### src/rtl/core/cbm_pkg.sv
// ----------------------------------------------------------------------------
// Cartridge bank mapper package
// Shared types, command codes, mapper codes and register indexes.
// ----------------------------------------------------------------------------
package cbm_pkg;

	localparam logic [1:0] CMD_PRG_WRITE = 2'd0;
	localparam logic [1:0] CMD_CHR_READ  = 2'd1;
	localparam logic [1:0] CMD_PRG_LOW   = 2'd2;
	localparam logic [1:0] CMD_PRG_HIGH  = 2'd3;

	localparam logic [7:0] MAPPER_SERIAL = 8'd1;
	localparam logic [7:0] MAPPER_LATCH  = 8'd2;

	localparam logic [2:0] CFG_MAPPER_TYPE    = 3'd0;
	localparam logic [2:0] CFG_PRG_BANK_COUNT = 3'd1;
	localparam logic [2:0] CFG_CHR_SIZE_BYTES = 3'd2;
	localparam logic [2:0] CFG_CHR_LOW_PAGE   = 3'd3;
	localparam logic [2:0] CFG_CHR_HIGH_PAGE  = 3'd4;

	localparam logic [1:0] MIRROR_SWAP_LOW  = 2'd2;
	localparam logic [1:0] MIRROR_SWAP_HIGH = 2'd3;

	localparam logic [1:0] SREG_CONTROL = 2'd0;
	localparam logic [1:0] SREG_CHR0    = 2'd1;
	localparam logic [1:0] SREG_CHR1    = 2'd2;

	localparam logic [2:0] SHIFT_LAST = 3'd4;

	localparam logic [8:0] PAGE_NONE = 9'h1FF;

	typedef struct packed {
		logic [1:0]  cmd;
		logic [14:0] bus_addr;
		logic [7:0]  write_byte;
	} cbm_in_t;

	typedef struct packed {
		logic        ok;
		logic [15:0] rom_addr;
		logic        blank_read;
		logic        reg_loaded;
		logic [1:0]  mirror_mode;
	} cbm_out_t;

	typedef struct packed {
		logic [7:0]        mapper_type;
		logic [7:0]        prg_bank_count;
		logic [15:0]       chr_size_bytes;
		logic signed [8:0] chr_low_page;
		logic signed [8:0] chr_high_page;
	} cbm_cfg_t;

	typedef struct packed {
		logic [1:0] mirror;
		logic [3:0] chr0;
		logic [3:0] chr1;
	} cbm_banks_t;

	typedef struct packed {
		logic       ok;
		logic       loaded;
		logic [1:0] mirror_next;
	} cbm_wr_t;

	typedef struct packed {
		logic        ok;
		logic [15:0] rom_addr;
		logic        blank_read;
	} cbm_rd_t;

endpackage

### src/rtl/core/cartridge_bank_mapper_core.sv
// A transaction accepted into the input register moves on to the result register.
// Throughput: one transaction per cycle while out_stall is low; the input
// register, one level of translation logic and the result register set it.
// Reset: arst_n clears both stage valids, the serial loader state and the
// configuration registers; the page overrides reset to the mapper bank path.
// ----------------------------------------------------------------------------
// Cartridge bank mapper core
// Input register, serial loader, read translation and result register.
// ----------------------------------------------------------------------------
module cartridge_bank_mapper_core (
	input  logic              clk,
	input  logic              arst_n,
	input  logic              in_valid,
	output logic              in_stall,
	input  cbm_pkg::cbm_in_t  in_data,
	output logic              out_valid,
	input  logic              out_stall,
	output cbm_pkg::cbm_out_t out_data,
	input  logic              cfg_valid,
	output logic              cfg_ready,
	input  logic [2:0]        cfg_index,
	input  logic [15:0]       cfg_data
);

	logic                valid_s1;
	cbm_pkg::cbm_in_t    item_s1;
	logic                valid_s2;
	cbm_pkg::cbm_out_t   result_s2;
	logic                advance;
	logic                is_write;
	cbm_pkg::cbm_cfg_t   cfg;
	cbm_pkg::cbm_wr_t    wr;
	cbm_pkg::cbm_banks_t banks;
	cbm_pkg::cbm_rd_t    rd;
	cbm_pkg::cbm_out_t   result;

	assign advance  = valid_s1 && (!valid_s2 || !out_stall);
	assign in_stall = valid_s1 && !advance;
	assign is_write = (item_s1.cmd == cbm_pkg::CMD_PRG_WRITE);

	cbm_cfg u_cfg (
		.clk       (clk),
		.arst_n    (arst_n),
		.cfg_valid (cfg_valid),
		.cfg_ready (cfg_ready),
		.cfg_index (cfg_index),
		.cfg_data  (cfg_data),
		.cfg       (cfg)
	);

	cbm_serial u_serial (
		.clk         (clk),
		.arst_n      (arst_n),
		.en          (advance && is_write),
		.item        (item_s1),
		.mapper_type (cfg.mapper_type),
		.wr          (wr),
		.banks       (banks)
	);

	cbm_xlate u_xlate (
		.item  (item_s1),
		.cfg   (cfg),
		.banks (banks),
		.rd    (rd)
	);

	always_comb begin
		result.mirror_mode = wr.mirror_next;
		if (is_write) begin
			result.ok         = wr.ok;
			result.rom_addr   = 16'd0;
			result.blank_read = 1'b0;
			result.reg_loaded = wr.loaded;
		end else begin
			result.ok         = rd.ok;
			result.rom_addr   = rd.rom_addr;
			result.blank_read = rd.blank_read;
			result.reg_loaded = 1'b0;
		end
	end

	always_ff @(posedge clk or negedge arst_n) begin
		if (!arst_n) begin
			valid_s1 <= 1'b0;
		end else if (!in_stall) begin
			valid_s1 <= in_valid;
		end
	end

	always_ff @(posedge clk) begin
		if (in_valid && !in_stall) begin
			item_s1 <= in_data;
		end
	end

	always_ff @(posedge clk or negedge arst_n) begin
		if (!arst_n) begin
			valid_s2 <= 1'b0;
		end else if (advance) begin
			valid_s2 <= 1'b1;
		end else if (!out_stall) begin
			valid_s2 <= 1'b0;
		end
	end

	always_ff @(posedge clk) begin
		if (advance) begin
			result_s2 <= result;
		end
	end

	assign out_valid = valid_s2;
	assign out_data  = result_s2;

	a_accept_fills_s1: assert property (@(posedge clk) disable iff (!arst_n)
		(in_valid && !in_stall) |=> valid_s1)
		else $error("Accepted transaction did not reach the input register.");

	a_advance_fills_s2: assert property (@(posedge clk) disable iff (!arst_n)
		advance |=> (valid_s2 && result_s2 == $past(result)))
		else $error("Result register did not capture the advancing transaction.");

	a_blank_clean: assert property (@(posedge clk) disable iff (!arst_n)
		(out_valid && out_data.blank_read) |->
		(out_data.ok && out_data.rom_addr == 16'd0 && !out_data.reg_loaded))
		else $error("Blank character read carried an address or a load.");

	a_loaded_ok: assert property (@(posedge clk) disable iff (!arst_n)
		(out_valid && out_data.reg_loaded) |-> (out_data.ok && out_data.rom_addr == 16'd0))
		else $error("Register load reported on a failed or read transaction.");

endmodule

### src/rtl/core/cbm_cfg.sv
// ----------------------------------------------------------------------------
// Cartridge bank mapper configuration registers
// Holds the mapper type, bank count, character size and page overrides.
// ----------------------------------------------------------------------------
module cbm_cfg (
	input  logic               clk,
	input  logic               arst_n,
	input  logic               cfg_valid,
	output logic               cfg_ready,
	input  logic [2:0]         cfg_index,
	input  logic [15:0]        cfg_data,
	output cbm_pkg::cbm_cfg_t  cfg
);

	cbm_pkg::cbm_cfg_t cfg_q;

	assign cfg_ready = 1'b1;
	assign cfg = cfg_q;

	always_ff @(posedge clk or negedge arst_n) begin
		if (!arst_n) begin
			cfg_q.mapper_type    <= 8'd0;
			cfg_q.prg_bank_count <= 8'd0;
			cfg_q.chr_size_bytes <= 16'd0;
			cfg_q.chr_low_page   <= cbm_pkg::PAGE_NONE;
			cfg_q.chr_high_page  <= cbm_pkg::PAGE_NONE;
		end else if (cfg_valid && cfg_ready) begin
			unique case (cfg_index)
				cbm_pkg::CFG_MAPPER_TYPE:    cfg_q.mapper_type    <= cfg_data[7:0];
				cbm_pkg::CFG_PRG_BANK_COUNT: cfg_q.prg_bank_count <= cfg_data[7:0];
				cbm_pkg::CFG_CHR_SIZE_BYTES: cfg_q.chr_size_bytes <= cfg_data;
				cbm_pkg::CFG_CHR_LOW_PAGE:   cfg_q.chr_low_page   <= cfg_data[8:0];
				cbm_pkg::CFG_CHR_HIGH_PAGE:  cfg_q.chr_high_page  <= cfg_data[8:0];
				default: ;
			endcase
		end
	end

endmodule

### src/rtl/core/cbm_serial.sv
// ----------------------------------------------------------------------------
// Cartridge bank mapper serial loader
// Shifts program write data in one bit at a time; the fifth write commits the first four.
// ----------------------------------------------------------------------------
module cbm_serial (
	input  logic                clk,
	input  logic                arst_n,
	input  logic                en,
	input  cbm_pkg::cbm_in_t    item,
	input  logic [7:0]          mapper_type,
	output cbm_pkg::cbm_wr_t    wr,
	output cbm_pkg::cbm_banks_t banks
);

	logic [3:0] shift_q;
	logic [2:0] count_q;
	logic [1:0] ctrl_q;
	logic [3:0] chr0_q;
	logic [3:0] chr1_q;
	logic       serial_sel;
	logic       clear;
	logic       commit;
	logic [1:0] reg_sel;
	logic [3:0] shift_d;
	logic       upd;

	assign serial_sel = (mapper_type == cbm_pkg::MAPPER_SERIAL);
	assign clear      = item.write_byte[7];
	assign commit     = serial_sel && !clear && (count_q == cbm_pkg::SHIFT_LAST) &&
		(item.cmd == cbm_pkg::CMD_PRG_WRITE);
	assign reg_sel    = item.bus_addr[14:13];
	assign upd        = en && serial_sel;

	always_comb begin
		shift_d = shift_q;
		shift_d[count_q[1:0]] = shift_q[count_q[1:0]] | item.write_byte[0];
	end

	assign wr.ok     = serial_sel || (mapper_type == cbm_pkg::MAPPER_LATCH);
	assign wr.loaded = commit;
	assign wr.mirror_next = (commit && reg_sel == cbm_pkg::SREG_CONTROL) ? shift_q[1:0] : ctrl_q;

	assign banks.mirror = ctrl_q;
	assign banks.chr0   = chr0_q;
	assign banks.chr1   = chr1_q;

	always_ff @(posedge clk or negedge arst_n) begin
		if (!arst_n) begin
			shift_q <= 4'd0;
			count_q <= 3'd0;
			ctrl_q  <= 2'd0;
			chr0_q  <= 4'd0;
			chr1_q  <= 4'd0;
		end else if (upd) begin
			if (clear || commit) begin
				shift_q <= 4'd0;
				count_q <= 3'd0;
			end else begin
				shift_q <= shift_d;
				count_q <= count_q + 3'd1;
			end
			if (commit) begin
				case (reg_sel)
					cbm_pkg::SREG_CONTROL: ctrl_q <= shift_q[1:0];
					cbm_pkg::SREG_CHR0:    chr0_q <= shift_q;
					cbm_pkg::SREG_CHR1:    chr1_q <= shift_q;
					default: ;
				endcase
			end
		end
	end

endmodule

### src/rtl/core/cbm_xlate.sv
// ----------------------------------------------------------------------------
// Cartridge bank mapper read translation
// Maps character and program reads to ROM addresses and checks the bounds.
// ----------------------------------------------------------------------------
module cbm_xlate (
	input  cbm_pkg::cbm_in_t    item,
	input  cbm_pkg::cbm_cfg_t   cfg,
	input  cbm_pkg::cbm_banks_t banks,
	output cbm_pkg::cbm_rd_t    rd
);

	logic              low;
	logic signed [8:0] page;
	logic [3:0]        bank;
	logic [15:0]       chr_addr;
	logic [15:0]       prg_high_addr;

	assign low  = !item.bus_addr[12];
	assign page = low ? cfg.chr_low_page : cfg.chr_high_page;

	always_comb begin
		if (low) begin
			bank = (banks.mirror == cbm_pkg::MIRROR_SWAP_LOW) ? banks.chr1 : banks.chr0;
		end else begin
			bank = (banks.mirror == cbm_pkg::MIRROR_SWAP_HIGH) ? banks.chr0 : banks.chr1;
		end
	end

	always_comb begin
		if (!page[8]) begin
			chr_addr = {page[5:0], 10'd0} + {4'd0, item.bus_addr[11:0]};
		end else if (cfg.mapper_type == cbm_pkg::MAPPER_SERIAL) begin
			chr_addr = {bank, item.bus_addr[11:0]};
		end else begin
			chr_addr = {4'd0, item.bus_addr[11:0]};
		end
	end

	assign prg_high_addr = {1'b0, item.bus_addr} + 16'h4000;

	always_comb begin
		rd = '0;
		case (item.cmd)
			cbm_pkg::CMD_CHR_READ: begin
				if (item.bus_addr[14:13] != 2'd0) begin
					rd.ok = 1'b1;
					rd.blank_read = 1'b1;
				end else if (chr_addr < cfg.chr_size_bytes) begin
					rd.ok = 1'b1;
					rd.rom_addr = chr_addr;
				end
			end
			cbm_pkg::CMD_PRG_LOW: begin
				if (cfg.prg_bank_count >= 8'd2) begin
					rd.ok = 1'b1;
					rd.rom_addr = {1'b0, item.bus_addr};
				end
			end
			cbm_pkg::CMD_PRG_HIGH: begin
				if (cfg.prg_bank_count >= 8'd2) begin
					rd.ok = 1'b1;
					rd.rom_addr = prg_high_addr;
				end else if (cfg.prg_bank_count == 8'd1) begin
					rd.ok = 1'b1;
					rd.rom_addr = {1'b0, item.bus_addr};
				end
			end
			default: ;
		endcase
	end

endmodule

### config.mk
export PLATFORM = sky130hd
export DESIGN_NAME = cartridge_bank_mapper_core
export DESIGN_NICKNAME = d
export VERILOG_FILES = /design/src/rtl/core/cbm_pkg.sv /design/src/rtl/core/cartridge_bank_mapper_core.sv /design/src/rtl/core/cbm_cfg.sv /design/src/rtl/core/cbm_serial.sv /design/src/rtl/core/cbm_xlate.sv
export SDC_FILE = /design/constraint.sdc
export NUM_CORES = 1
export LEC_CHECK = 0
export BUFFER_PORTS_ARGS = -buffer_cell sky130_fd_sc_hd__buf_2
export CORE_MARGIN = 2
export CORE_UTILIZATION = 50
export CTS_BUF_LIST = sky130_fd_sc_hd__clkbuf_16
export CTS_CLUSTER_SIZE = 25
export DETAILED_ROUTE_END_ITERATION = 7
export HOLD_SLACK_MARGIN = 0.08
export PLACE_DENSITY = 0.78
export SYNTH_ARGS = -nofsm -noshare
export SYNTH_HDL_FRONTEND = slang
export SYNTH_SLANG_ARGS = --single-unit
### constraint.sdc
create_clock -name clk -period 6.9 [get_ports clk]
set_input_delay 2.07 -clock clk [delete_from_list [all_inputs] [get_ports clk]]
set_output_delay 2.07 -clock clk [all_outputs]
set_load 0.01 [all_outputs]
==> results.tsv <==
metric	value	unit
worstSkewPairLatency	350	ps
synth_nets	457	
clkTransAtPathRegs	70	ps
vdd_drop_max	0.206	mV
yosysWarnings	0	
h-tree-depth	3	
drt_pass1_iterations	4	
ys.flop_type	dfrtp_1	
slew_headroom	15.9	%
drive_above_1_share	33.5	%
start_util	51.0	%
status	completed	
synth_top_area_share	26.0	%
grt_pass1_vias	3270	
io_buffers	65	
ys_seq_area_share	57.9	%
synth_edf_count	40	
synth.distinct_cells	55	
critical_path_arrival	4850	ps
period_share	67.3	%
grtUsageTotal	20.0	%
fmax	215	MHz
yosysTopAreaCell	dfrtp_1	
setup_viol	0	
avgSynthCellArea	12.8	µm²
leakagePower	2.46	nW
hp-class	reg2reg	
final_cell_mix	65 x buf_2, 51 x dfrtp_1, 46 x mux2_2	
drv_cap	0	
hold_viol_final	0	
layout_commonest_cell	buf_2	
n_antenna_cell	0	
wire_per_inst	16.3	µm
gp_congestion	0.840	
num_vias	3207	
core_area	9640	µm²
fp.dieH	103	µm
grt_max_degree	66	
crit_path_start_kind	flip-flop	
layout.nets	524	
period_minus_slack	4650	ps
finalMaxSlewViolations	0	
p_per_area	282	nW/µm²
async_reset_ff_share	61.9	%
ys_seq_elements	105	
root_buffer	clkbuf_16	
worst_pin_slew	1260	ps
grt_pass1_wl	15900	µm
syn2layout_area_growth	16.0	%
rsz0062_at_grt	no	
cts_tree	yes	
netlist_instances	385	
postCtsHoldBufs	0	
cp_max_fo	14	
finClkSkew	5.86	ps
antenna_found_initial	0	
drtAntennaViolNets	0	
boundaryPins	73	
drcViolationCount	0	
syn_area	4910	µm²
placed_cell_area	5380	µm²
totalWireLength	9610	µm
clock_path_buffers	2	
drtIter0Drc	163	
cp.required	7100	ps
postCtsSetupRepairBufs	0	
setup.worst_path.end_class	flip-flop	
die_area	10600	µm²
setup_tns	0	ps
numCtsBuffers	9	
finish.instance_area	5700	µm²
synthTopCellsByArea	dfrtp_1 26%, edfxtp_1 24%, mux2_2 11%	
dp_hpwl	6920	µm
rows	36	
fp.dieW	103	µm
cts.sinks	105	
drt-vias-per-instance	5.44	
r2r_slack	2250	ps
crit_type	reg2reg	
ctsResizeCount	0	
grt-ovfl-total	0	
cells in the mapped netlist, types with 2 or more instances:
cell	instances
nand4_1	6
nor2_1	10
nor2b_1	11
and3b_1	2
nand3b_1	2
nor4_4	2
ha_1	22
nand2_1	40
nor4_1	3
nor3b_1	2
dfrtp_1	51
and3_1	2
inv_1	22
mux2_2	46
edfxtp_1	40
xor2_1	4
a211oi_1	2
nand3_1	6
nand2b_1	2
clkbuf_1	8
a21oi_1	6
buf_1	2
o22ai_1	4
o21ai_0	24
xnor2_1	2
nor3_1	8
nor4b_1	2
or4_1	2
dfstp_2	14
a32o_1	5
mux2i_1	9
metrics by stage:
stage | instances | setup slack (ps) | hold slack [ps] | utilization [%] | power, mW
2_1_floorplan | 385 | 1690 | 443 | - | 0.979
3_3_place_gp | 574 | 2360 | 455 | 55.8 | 1.05
3_5_place_dp | 574 | 2350 | 475 | 55.8 | 1.07
4_1_cts | 590 | 2350 | 489 | 59.2 | 1.62
5_1_grt | 590 | 1970 | 510 | 59.2 | 1.69
6_report | 590 | 2250 | 477 | 59.2 | 1.61
layout make-up:
type                       count  area (µm²)
fill                         791        3940
inverter                      22        82.6
clock buffer                  10         250
tap                          133         166
clock inverter                 6        72.6
multi-input combinational    247        1950
timing repair buffer          67         340
sequential                   105        2850
per-layer routing:
metal | vias to the layer above | share of wire [%] | track usage (%) | wire (µm)
met5 | - | 0 | 0 | 0
met4 | 0 | 2.3 | 8.91 | 219
met3 | 15 | 4.0 | 3.32 | 388
met2 | 86 | 48 | 32.4 | 4580
met1 | 1573 | 46 | 26.6 | 4420
li1 | 1533 | - | - | -
worst paths after layout:
| check | from | end | cells past startpoint |
|---|---|---|---|
| max | item_s1[20]$_DFFE_PP_ | out_data[10]$_SDFFCE_PN0P_ | 12 |
| min | valid_s1$_DFFE_PN0N_ | out_valid$_DFFE_PN0P_ | 1 |
| max reg2reg | item_s1[20]$_DFFE_PP_ | out_data[10]$_SDFFCE_PN0P_ | 12 |
| min reg2reg | valid_s1$_DFFE_PN0N_ | out_valid$_DFFE_PN0P_ | 1 |
| max in group asynchronous | arst_n | u_cfg.cfg[48]$_DFFE_PN0P_ | 2 |
| min in group asynchronous | arst_n | u_serial.ctrl_q[1]$_DFFE_PN0P_ | 2 |
cell families after synthesis:
group / synth area share [%]
adders and majority gates: 6.01
DFF: 57.9
AOI/OAI and AO/OA: 7.26
muxes: 12.8
xor gates and xnor gates: 1.07
and+or+nand+nor: 12.3
other: 0.0763
buffers and inverters: 2.60
critical path: stages (launching register included):
cell      delay, ps
edfxtp_1        750
mux2_2          440
ha_1            200
fa_1            400
o21ai_0         120
xnor2_1         110
o22ai_1         270
ha_1            310
nand4_1         220
nor3_1          100
nor4_1         1010
a21oi_2         360
nor2b_1         200
sequential cells by signal, summed over array words and instances, names as in the netlist, 2 cells and up:
name,count
u_serial.ctrl_q,2
item_s1,19
u_serial.shift_q,4
u_serial.chr1_q,4
u_serial.chr0_q,4
u_serial.count_q,3
u_cfg.cfg,46
out_data,21
where the power goes:
group | switching, mW | internal [mW]
Clock | 0.234 | 0.308
Sequential | 0.0466 | 0.746
Combinational | 0.150 | 0.123
Power figures use the tool's default switching activity.
